[src/rtl/core/abba_pkg.sv]
// Shared types and constants for the ABBA-BABA window accumulator.
package abba_pkg;

    localparam int SUM_W = 64;

    typedef enum logic [2:0] {
        CLS_NO_INFO = 3'd0,
        CLS_P3_ZERO = 3'd1,
        CLS_AABA    = 3'd2,
        CLS_BBBA    = 3'd3,
        CLS_P1_EQ   = 3'd4,
        CLS_USED    = 3'd5,
        CLS_INDEL   = 3'd6
    } site_class_t;

    typedef enum logic [1:0] {
        EV_NONE    = 2'd0,
        EV_EMIT    = 2'd1,
        EV_DISCARD = 2'd2
    } window_event_t;

    typedef enum logic [1:0] {
        BK_IDLE = 2'd0,
        BK_MUL1 = 2'd1,
        BK_MUL2 = 2'd2,
        BK_ACC  = 2'd3
    } back_state_t;

    function automatic logic signed [SUM_W-1:0] sat_add(
        input logic signed [SUM_W-1:0] a,
        input logic signed [SUM_W-1:0] b
    );
        logic signed [SUM_W:0] s;
        s = {a[SUM_W-1], a} + {b[SUM_W-1], b};
        if (s[SUM_W] != s[SUM_W-1]) begin
            sat_add = s[SUM_W] ? {1'b1, {(SUM_W-1){1'b0}}} : {1'b0, {(SUM_W-1){1'b1}}};
        end else begin
            sat_add = s[SUM_W-1:0];
        end
    endfunction

endpackage

[src/rtl/core/abba_front.sv]
// Front end: accepts sites, clamps frequencies, classifies and queues them.
module abba_front import abba_pkg::*; #(
    parameter int FREQ_FRAC_BITS = 12,
    parameter int CHROM_WIDTH    = 16
) (
    input  logic                     aclk,
    input  logic                     aresetn,
    input  logic                     s_valid,
    output logic                     s_ready,
    input  logic [12:0]              s_p1_freq,
    input  logic [12:0]              s_p2_freq,
    input  logic [12:0]              s_p3_freq,
    input  logic                     s_no_info,
    input  logic                     s_is_indel,
    input  logic [15:0]              s_chrom_id,
    output logic                     q_valid,
    input  logic                     q_ready,
    output logic [FREQ_FRAC_BITS:0]  q_p1,
    output logic [FREQ_FRAC_BITS:0]  q_p2,
    output logic [FREQ_FRAC_BITS:0]  q_p3,
    output site_class_t              q_cls,
    output logic [CHROM_WIDTH-1:0]   q_chrom
);
    localparam int FW = FREQ_FRAC_BITS + 1;
    localparam logic [FW-1:0] ONE = FW'(1) << FREQ_FRAC_BITS;
    localparam int EW = 3 * FW + 3 + CHROM_WIDTH;

    logic [FW-1:0] p1, p2, p3;
    site_class_t cls;
    logic [EW-1:0] mem_reg [2];
    logic [1:0] cnt_reg, cnt_next;
    logic wr_reg, wr_next, rd_reg, rd_next;
    logic push, pop;
    logic [CHROM_WIDTH-1:0] chrom;

    function automatic logic [FW-1:0] clampf(input logic [12:0] v);
        if ({{FW{1'b0}}, v} > {13'd0, ONE}) clampf = ONE;
        else clampf = FW'(v);
    endfunction

    assign p1 = clampf(s_p1_freq);
    assign p2 = clampf(s_p2_freq);
    assign p3 = clampf(s_p3_freq);
    assign chrom = CHROM_WIDTH'({16'd0, s_chrom_id});

    always_comb begin
        if (s_is_indel) cls = CLS_INDEL;
        else if (s_no_info) cls = CLS_NO_INFO;
        else if (p3 == '0) cls = CLS_P3_ZERO;
        else if (p1 == '0 && p2 == '0) cls = CLS_AABA;
        else if (p1 == ONE && p2 == ONE) cls = CLS_BBBA;
        else if (p1 == p2) cls = CLS_P1_EQ;
        else cls = CLS_USED;
    end

    assign s_ready = (cnt_reg != 2'd2);
    assign q_valid = (cnt_reg != 2'd0);
    assign push = s_valid && s_ready;
    assign pop = q_valid && q_ready;
    assign cnt_next = cnt_reg + {1'b0, push} - {1'b0, pop};
    assign wr_next = wr_reg ^ push;
    assign rd_next = rd_reg ^ pop;
    assign {q_p1, q_p2, q_p3, q_cls, q_chrom} = mem_reg[rd_reg];

    always_ff @(posedge aclk) begin
        if (!aresetn) begin
            cnt_reg <= '0;
            wr_reg <= 1'b0;
            rd_reg <= 1'b0;
        end else begin
            cnt_reg <= cnt_next;
            wr_reg <= wr_next;
            rd_reg <= rd_next;
        end
        if (push) mem_reg[wr_reg] <= {p1, p2, p3, cls, chrom};
    end

    a_cnt: assert property (@(posedge aclk) disable iff (!aresetn) cnt_reg <= 2'd2)
        else $error("queue count out of range");
    a_full: assert property (@(posedge aclk) disable iff (!aresetn)
        (cnt_reg == 2'd2) |-> (wr_reg == rd_reg))
        else $error("queue pointers disagree with full count");
    a_empty: assert property (@(posedge aclk) disable iff (!aresetn)
        (cnt_reg == 2'd0) |-> (wr_reg == rd_reg))
        else $error("queue pointers disagree with empty count");
endmodule

[config.mk]
export PLATFORM = sky130hd
export DESIGN_NAME = abba_front
export DESIGN_NICKNAME = d
export VERILOG_FILES = /design/src/rtl/core/abba_pkg.sv /design/src/rtl/core/abba_front.sv
export SDC_FILE = /design/constraint.sdc
export NUM_CORES = 1
export LEC_CHECK = 0
export ABC_AREA = 1
export BUFFER_PORTS_ARGS = -buffer_cell sky130_fd_sc_hd__buf_2
export CORE_ASPECT_RATIO = 0.6
export CORE_MARGIN = 1
export CORE_UTILIZATION = 50
export CTS_BUF_LIST = sky130_fd_sc_hd__clkbuf_2
export DETAILED_ROUTE_END_ITERATION = 10
export HOLD_SLACK_MARGIN = 0.06
export PLACE_DENSITY = 0.75
export SLEW_MARGIN = 20
export SYNTH_ARGS = -nofsm -noshare
export SYNTH_HDL_FRONTEND = slang
export SYNTH_SLANG_ARGS = --single-unit
export TNS_END_PERCENT = 20
[constraint.sdc]
create_clock -name aclk -period 3.5 [get_ports aclk]
set_input_delay 0 -clock aclk [delete_from_list [all_inputs] [get_ports aclk]]
set_output_delay 0 -clock aclk [all_outputs]
set_load 0.03 [all_outputs]
After elaboration in Yosys (flattened, before gate mapping)
Memory sizes are Yosys's and may differ from the RTL's. A register that Yosys moved wholly into a read port is not among the register bits.
Index checks and enable logic that the tools add are counted.
{ "word_totals": {"word_cells": 35, "out_inout_bits": 60, "ram_bits": 116, "regBits": 4, "n_memories": 1, "inputBits": 61} }
{ "mem_list": {"columns": ["memory", "depth", "word_bits", "rd", "rd_ports_with_merged_regs", "wr", "line", "rtl"], "rows": [
  ["mem_reg", 2, 58, 1, 1, 1, "abba_front.sv:30", "logic [EW-1:0] mem_reg [2];"]
]} }
{ "classes": {"bitwise": 2, "add_sub_neg": 2, "n_mux": 12, "n_lt_le_gt_ge": 3, "n_eq_ne": 4, "reduce_logical": 8} }
{ "op_table": {"columns": ["op", "n"], "rows": [
  ["$gt 13x13->1 const B", 3],
  ["$logic_not 13->1", 3],
  ["$mux 13", 3],
  ["$eq 13x13->1 const B", 2],
  ["$mux 3", 5],
  ["$eq 13x13->1", 1],
  ["$logic_and 1x1->1", 4],
  ["$mux 1", 4],
  ["$add 2x1->2", 1],
  ["$ne 2x2->1 const B", 1],
  ["$reduce_bool 2->1", 1],
  ["$sub 2x1->2", 1],
  ["$xor 1x1->1", 2]
]} }

Logic depth before layout (Yosys ltp)
Gate-level depths: netlist of run 1.
{ "depth": {"word_depth": 9, "mapped_depth": 15, "depth_no_buf": 15} }

Worst setup path after synthesis of run 1
OpenSTA, ideal clock, no wires.
{ "synth_timing": {"path_type": "reg2reg", "from": "register cnt_reg[0]", "to": "memory mem_reg[1][0] (netlist name) (enable)", "setup_ns": 0.422, "stages_incl_launch_ff": 6, "synth_period_minus_slack_ns": 2.632, "t_required_ns": 3.078, "path_slack_ns": 0.868, "n_path_buf": 0, "arrival_time_ns": 2.210, "path_cell_list": "dfxtp_1 inv_1 nand2_1 nand2_1 inv_1 ha_1"} }
{ "synth_via": {"elab_chain_cells": 4} }
{ "synth_lines": {"columns": ["item", "line", "rtl"], "rows": [
  ["from (decl)", "abba_front.sv:31", "logic [1:0] cnt_reg, cnt_next;"],
  ["from (signal assigned)", "abba_front.sv:71", "cnt_reg <= cnt_next;"],
  ["$ne 2x2->1", "abba_front.sv:56", "assign s_ready = (cnt_reg != 2'd2);"],
  ["net s_ready", "abba_front.sv:9", "output logic s_ready,"],
  ["$logic_and 1x1->1", "abba_front.sv:58", "assign push = s_valid && s_ready;"],
  ["$mux 1", "abba_front.sv:75", "if (push) mem_reg[wr_reg] <= {p1, p2, p3, cls, chrom};"],
  ["$mux 1 (not written as such)", "abba_front.sv:75", null],
  ["to (decl)", "abba_front.sv:30", null]
]} }
The timed path passes the listed nets, and every way through them passes these cells.

Final worst setup path of run 1
{ "layout_timing": {"from": "input s_p2_freq[4]", "to": "memory mem_reg[0][16] (netlist name), data pin"} }
{ "layout_via": {"elab_chain_cells": 9, "word_cells_on_any_way": 13, "cone_classes": "1 x order compare; 2 x eq/ne; 7 x mux; 3 x reduce/logical"} }
{ "layout_lines": {"columns": ["item", "line", "rtl"], "rows": [
  ["from (decl)", "abba_front.sv:11", "input logic [12:0] s_p2_freq,"],
  ["$gt 13x13->1", "abba_front.sv:37", "if ({{FW{1'b0}}, v} > {13'd0, ONE}) clampf = ONE;"],
  ["$mux 13 *", "abba_front.sv:37", null],
  ["$eq 13x13->1, on equally long branches", "abba_front.sv:52, abba_front.sv:51", null],
  ["$mux 1 / $logic_and 1x1->1 (equally long branches)", "abba_front.sv:52, abba_front.sv:51", null],
  ["$mux 3", "abba_front.sv:51", "else if (p1 == ONE && p2 == ONE) cls = CLS_BBBA;"],
  ["$mux 3 *", "abba_front.sv:50", "else if (p1 == '0 && p2 == '0) cls = CLS_AABA;"],
  ["$mux 3 *", "abba_front.sv:49", "else if (p3 == '0) cls = CLS_P3_ZERO;"],
  ["$mux 3 *", "abba_front.sv:48", "else if (s_no_info) cls = CLS_NO_INFO;"],
  ["$mux 3 *", "abba_front.sv:47", "if (s_is_indel) cls = CLS_INDEL;"],
  ["net cls[0]", "abba_front.sv:29", "site_class_t cls;"]
]} }
Mark *: on every way through the listed nets, which the timed path passes. The rest lies on a longest branch.

==> results of run 1 <==
per-layer routing:
metal	global-route usage (%)	routed length (um)	vias to the layer above
met2	39.1	5750	150
met5	0	0	-
met1	29.7	5300	1852
met4	5.39	95	0
met3	7.05	949	12
li1	-	-	1798
layout make-up:
| class | instances | area share (%) |
|---|---|---|
| flip-flops and latches | 121 | 50.4 |
| repair buffers | 215 | 21.6 |
| multi-input cells | 215 | 20.0 |
| inverters | 46 | 2.43 |
| well taps | 135 | 2.37 |
| clock inverters | 11 | 1.83 |
| clock buffers | 20 | 1.41 |
stage by stage:
step,power (uW),setup WS (ns)
2_1_floorplan,3160,0.868
3_3_place_gp,3580,1.41
3_5_place_dp,3620,1.35
4_1_cts,4570,0.0519
5_1_grt,4760,0.132
6_report,4550,0.179
power breakdown:
| part | internal [uW] | total [uW] | leakage [uW] | switching [uW] |
|---|---|---|---|---|
| clock network | 391 | 878 | 0.000140 | 488 |
| logic | 609 | 1690 | 0.00175 | 1080 |
| registers | 1890 | 1990 | 0.00114 | 91.7 |
cell usage in the layout (no fill, tap or decap), types with 2 or more instances in the layout:
master | synthesis | routed
nor4_1 | 3 | 3
ha_1 | 4 | 2
o21ai_0 | 3 | 3
nand2_2 | 4 | 4
a21oi_1 | 4 | 4
nand2_1 | 71 | 71
ha_2 | 0 | 2
buf_2 | 2 | 120
buf_4 | 1 | 6
dfxtp_1 | 5 | 4
clkinvlp_4 | 0 | 2
dlygate4sd3_1 | 0 | 89
nand4_1 | 3 | 3
nor2_4 | 2 | 2
edfxtp_1 | 116 | 116
xor2_1 | 2 | 2
clkbuf_2 | 0 | 20
mux2_2 | 58 | 58
o41ai_1 | 2 | 2
inv_1 | 46 | 46
nand3b_1 | 3 | 3
nand3_1 | 4 | 4
clkinv_1 | 0 | 4
clkinv_2 | 0 | 2
bufinv_16 | 0 | 3
nor2_1 | 41 | 41
cells by family (layout without fill, tap and decap cells):
group | after synthesis | in the layout | synth area share, %
AND/OR/NAND/NOR | 137 | 137 | 11.6
flip-flops | 121 | 121 | 68.4
buffers and inverters | 59 | 292 | 4.65
multiplexers | 58 | 58 | 12.5
AO/OA/AOI/OAI | 13 | 13 | 1.53
adder cells (fa/ha/maj) | 4 | 4 | 0.955
XOR/XNOR | 3 | 3 | 0.501
how the worst min path moves through the flow:
stage,slack [ns],depth (start not counted),end,from
5_1_grt,0.09,2,mem_reg[0][31],s_p3_freq[12]
3_5_place_dp,0.20,1,mem_reg[0][13],s_chrom_id[13]
2_1_floorplan,0.09,2,cnt_reg[0],aresetn
6_report,0.14,2,mem_reg[0][31],s_p3_freq[12]
4_1_cts,0.07,2,mem_reg[0][14],s_chrom_id[14]
3_3_place_gp,0.19,1,mem_reg[1][13],s_chrom_id[13]
worst max-delay path, stage by stage:
cell	delay, ns
dlygate4sd3_1	0.56
buf_2	0.14
nor2_1	0.12
dlygate4sd3_1	0.57
nand2_1	0.06
dlygate4sd3_1	0.60
nor2_4	0.12
nand2_4	0.10
nand2_8	0.13
nand2_1	0.10
nand2_1	0.08
nand2_1	0.06
nor2_1	0.12
nand2_1	0.08
dlygate4sd3_1	0.57
nor2_1	0.10
nand3_1	0.07
nor2_1	0.09
nor2_1	0.05
what timing repair did:
action                                  CTS  global route
hold endpoints to repair                121             1
hold buffers                             89             1
endpoints found under the setup margin    0             2
resized for setup                         0             1
setup buffers                             0             1
==> flow_summary.yaml, run 1 <==
drt:
  route.vias.total: 3812
  dr.pass1.iters: 5
  viasPerCell: 5.00
  wl_mm: 12.1
  drc_errors: 0
  ant_nets: 0
  first_iter_violations: 250
  wl_per_cell_um: 15.9
clock_network:
  root_buffer: "clkbuf_2"
  numCtsBuffers: 17
  cts_tree: "done"
  cts_max_level: 4
  cts_sinks: 121
  clock_latency_ns: 0.64
  clock_path_buffers: 2
  clkTransAtPathRegs_ns: 0.17
power_and_ir_drop:
  p_leak_uw: 0.00303
  worst_ir_drop_vdd_mv: 0.360
  p_per_area_nw_per_um2: 640
layout:
  drive_gt1_share_pct: 35.7
  postLayoutCellArea_um2: 7120
  multi_input_area_um2: 1420
  largest_reg_flops: 116
  regArea_um2: 3580
  utilization_pct: 71.0
  antenna_cells: 0
  num-fill-cells: 734
  final_cells: 763
  area_growth_pct: 35.8
  final_nets: 681
synthesis:
  synth_edf_count: 116
  ys_warn_count: 0
  synth.most_common_cell: "edfxtp_1"
  ys.flop_type: "edfxtp_1"
  ys_ff_latch: 121
  async_flop_share_pct: 0
  synth_area_leaders: "edfxtp_1 66%, mux2_2 12%, nand2_1 5.1%"
  yosysUniqueCellTypes: 32
  synth_area_per_cell_um2: 13.3
  seq_area_frac_synth_pct: 68.4
  synth_top_area_share_pct: 66.4
  synth_fp_nets: 460
  netlist_area_um2: 5240
  syn_inst: 395
  synthTopCellsByCount: "116 x edfxtp_1, 71 x nand2_1, 58 x mux2_2"
  yosysTopAreaCell: "edfxtp_1"
sta:
  worst_pin_slew_ns: 0.990
  fmax_ghz: 0.301
  rsz0062_at_grt: "no"
  tns_ns: 0
  fin_crit_ns: 3.32
  fin_skew_ns: 0.0196
  slew_violations: 0
  fin_hold_ws_ns: 0.145
  period_share_pct: 94.9
  relSlewSlack_pct: 34.0
  final_hold_viol_count: 0
  setup_viol: 0
die:
  dieArea_um2: 10900
  initial_core_util_pct: 52.3
  die_x_um: 134
  die_h_um: 81.3
  io_pins: 121
  core_um2: 10000
  placementRows: 28
worst_setup_path:
  setup.worst_path.start: "s_p2_freq[4]"
  r2r_slack_ns: 1.33
  cp_max_fo: 17
  rr_worst_depth: 6
  reg2reg_from: "cnt_reg[0]"
  r2r-end: "mem_reg[0][17]"
  worstSetupEndpoint: "mem_reg[0][16]"
  critPathCaptureType: "flop"
  required_ns: 3.91
  startpoint_type: "input pin"
  crit_arrival_ns: 3.73
  critical_path_class: "in -> reg"
worst_hold_path:
  min_path_type: "in -> reg"
place:
  placed_cell_area_um2: 5980
  gp_congestion: 0.847
  dp_cells: 642
  dp_hpwl_mm: 7.65
  io_buffers: 120
global_route:
  antenna_found_initial: 0
  globalRoute.totalOverflow: 0
  grt_pass1_vias: 3853
  grt_start_max_net_pins: 40
  track_usage_pct: 23.1
  grt_first_pass_wirelength_mm: 18.7
run:
  drv_cap: 0
run_status:
  outcome: "complete, no violations"
No activity file was read; power rests on OpenSTA's default activity.
==> inputs of run 2 (changes only) <==
Settings changed: PLACE_DENSITY 0.75 to 0.77.
==> run 2 against run 1 <==
Compared with the run above:
- die area did not move
- flip-flop and latch count did not move
- non-clock buffer count rose by 3
- routed wire length barely moved
- critical path type unchanged
==> flow_summary.yaml, run 2 (synthesis results as in run 1) <==
run:
  drv_cap: 0
layout:
  layout_commonest_cell: "buf_2"
  largest_reg_flops: 116
  final_nets: 684
  drive_gt1_share_pct: 35.3
  area_growth_pct: 36.7
  utilization_pct: 71.5
  layout_common_cells: "120 x buf_2, 116 x edfxtp_1, 94 x dlygate4sd3_1"
  antenna_cells: 0
worst_setup_path:
  reg2reg_from: "cnt_reg[0]"
  r2r_slack_ns: 1.42
  cp_slowest_cell: "dlygate4sd3_1"
  critical_path_class: "in -> reg"
  setup.worst_path.start: "s_p2_freq[1]"
  critPathMaxStageDelay_ns: 0.61
  cp_top_family: "buffers and inverters"
  crit_top_cell: "dlygate4sd3_1"
  required_ns: 3.92
  path_cells: "dlygate4sd3_1, buf_2, or2_4, dlygate4sd3_1, nor2_4, dlygate4sd3_1, nand2_4, nand2_8, o21ai_0, nand4_1, nor2_1, nand3b_1, nand2_1, nand2_1, nand2_1, dlygate4sd3_1"
  crit_arrival_ns: 3.65
  startpoint_type: "input pin"
  critPathBufInv: 5
  critPathCaptureType: "flop"
  cp_max_fo: 17
clock_network:
  root_buffer: "clkbuf_2"
  clock_path_buffers: 2
  cts_tree: "done"
  clkTransAtPathRegs_ns: 0.18
  cts_setup_buffers: 0
  cts_resized: 0
  cts_max_level: 4
  cts_sinks: 121
  numCtsBuffers: 17
  clock_latency_ns: 0.64
power_and_ir_drop:
  p_leak_uw: 0.00305
  worst_ir_drop_vdd_mv: 0.447
  p_int_uw: 2900
  p_seq_share_pct: 43.7
  p_sw_uw: 1700
  clkPwrFrac_pct: 19.9
  p_per_area_nw_per_um2: 642
  p_comb_share_pct: 36.4
  switching_share_pct: 37.0
sta:
  slew_violations: 0
  fin_crit_ns: 3.23
  period_share_pct: 92.3
  fin_skew_ns: 0.0187
  tns_ns: 0
  setup_viol: 0
  rsz0062_at_grt: "no"
  worst_pin_slew_ns: 0.837
  final_hold_viol_count: 0
  setup_ws_ns: 0.271
  fmax_ghz: 0.310
  relSlewSlack_pct: 44.2
place:
  io_buffers: 120
  dp_hpwl_mm: 7.62
  gp_congestion: 0.894
  dp_slack_ns: 1.46
die:
  die_x_um: 134
  io_pins: 121
  core_um2: 10000
  initial_core_util_pct: 52.3
  placementRows: 28
  dieArea_um2: 10900
  die_h_um: 81.3
global_route:
  grt_pass1_vias: 3799
  track_usage_pct: 23.4
  globalRoute.totalOverflow: 0
  antenna_found_initial: 0
  grt_first_pass_wirelength_mm: 18.5
  grt_start_max_net_pins: 44
drt:
  dr.pass1.iters: 5
  wl_per_cell_um: 15.8
  viasPerCell: 5.02
  drc_errors: 0
  ant_nets: 0
  first_iter_violations: 272
  wl_mm: 12.1
  route.vias.total: 3847
worst_hold_path:
  min_path_type: "in -> reg"
  hp-start: "aresetn"
run_status:
  outcome: "complete, no violations"
-- run 2: cell count changes in the layout (fill, tap and decap cells not counted) --
| cell | before | now |
|---|---|---|
| a21boi_2 | 1 | 0 |
| clkinv_4 | 0 | 1 |
| dlygate4sd3_1 | 89 | 94 |
| inv_6 | 0 | 1 |
| buf_4 | 6 | 4 |
| a21boi_1 | 1 | 2 |
| clkbuf_2 | 20 | 19 |
| clkinvlp_4 | 2 | 3 |
| clkinv_1 | 4 | 3 |
-- run 2: power groups by stage --
stage	Combinational, uW	Sequential, uW	Clock, uW
2_1_floorplan	1190	1980	0
3_3_place_gp	1550	2030	0
3_5_place_dp	1570	2050	0
4_1_cts	1670	2010	934
5_1_grt	1760	2040	1010
6_report	1670	2010	916
-- run 2: metal layers --
metal | vias to the layer above | GRT usage, % | wire [um]
met5 | - | 0 | 0
li1 | 1819 | - | -
met4 | 0 | 8.76 | 140
met3 | 21 | 6.30 | 1000
met1 | 1823 | 30.4 | 5380
met2 | 184 | 38.2 | 5580
-- run 2: cell type report --
class,count,area (um^2)
Timing Repair Buffer,218,1570
Fill cell,698,2860
Multi-Input combinational cell,215,1420
Sequential cell,121,3580
Clock buffer,19,95.1
Inverter,46,173
Clock inverter,13,151
Tap cell,135,169
-- run 2: worst paths after layout --
path                                        to  cells past startpoint
worst max-delay path            mem_reg[0][17]                     16
worst min-delay path                      flop                      4
worst min register to register            flop                      2
worst max register to register  mem_reg[0][23]                      6
-- run 2: tightest hold or removal path, stage by stage --
cell and delay (ns):
dlygate4sd3_1 0.52, buf_2 0.11, inv_1 0.06, nor2_1 0.09
-- run 2: metrics by stage --
stage	hold slack, ns	cell area [um^2]	power [uW]	instances
finish	0.149	7160	4600	767
global route	0.114	7160	4810	767
CTS	0.0867	7170	4610	768
detailed placement	0.193	5980	3620	641
global placement	0.189	5980	3580	641
floorplan	0.0935	5240	3160	395
-- run 2: repair_timing --
| action | CTS | global route |
|---|---|---|
| hold buffers | 95 | 0 |
| endpoints found under the hold margin | 127 | 0 |
| endpoints found under the setup margin | 0 | 4 |
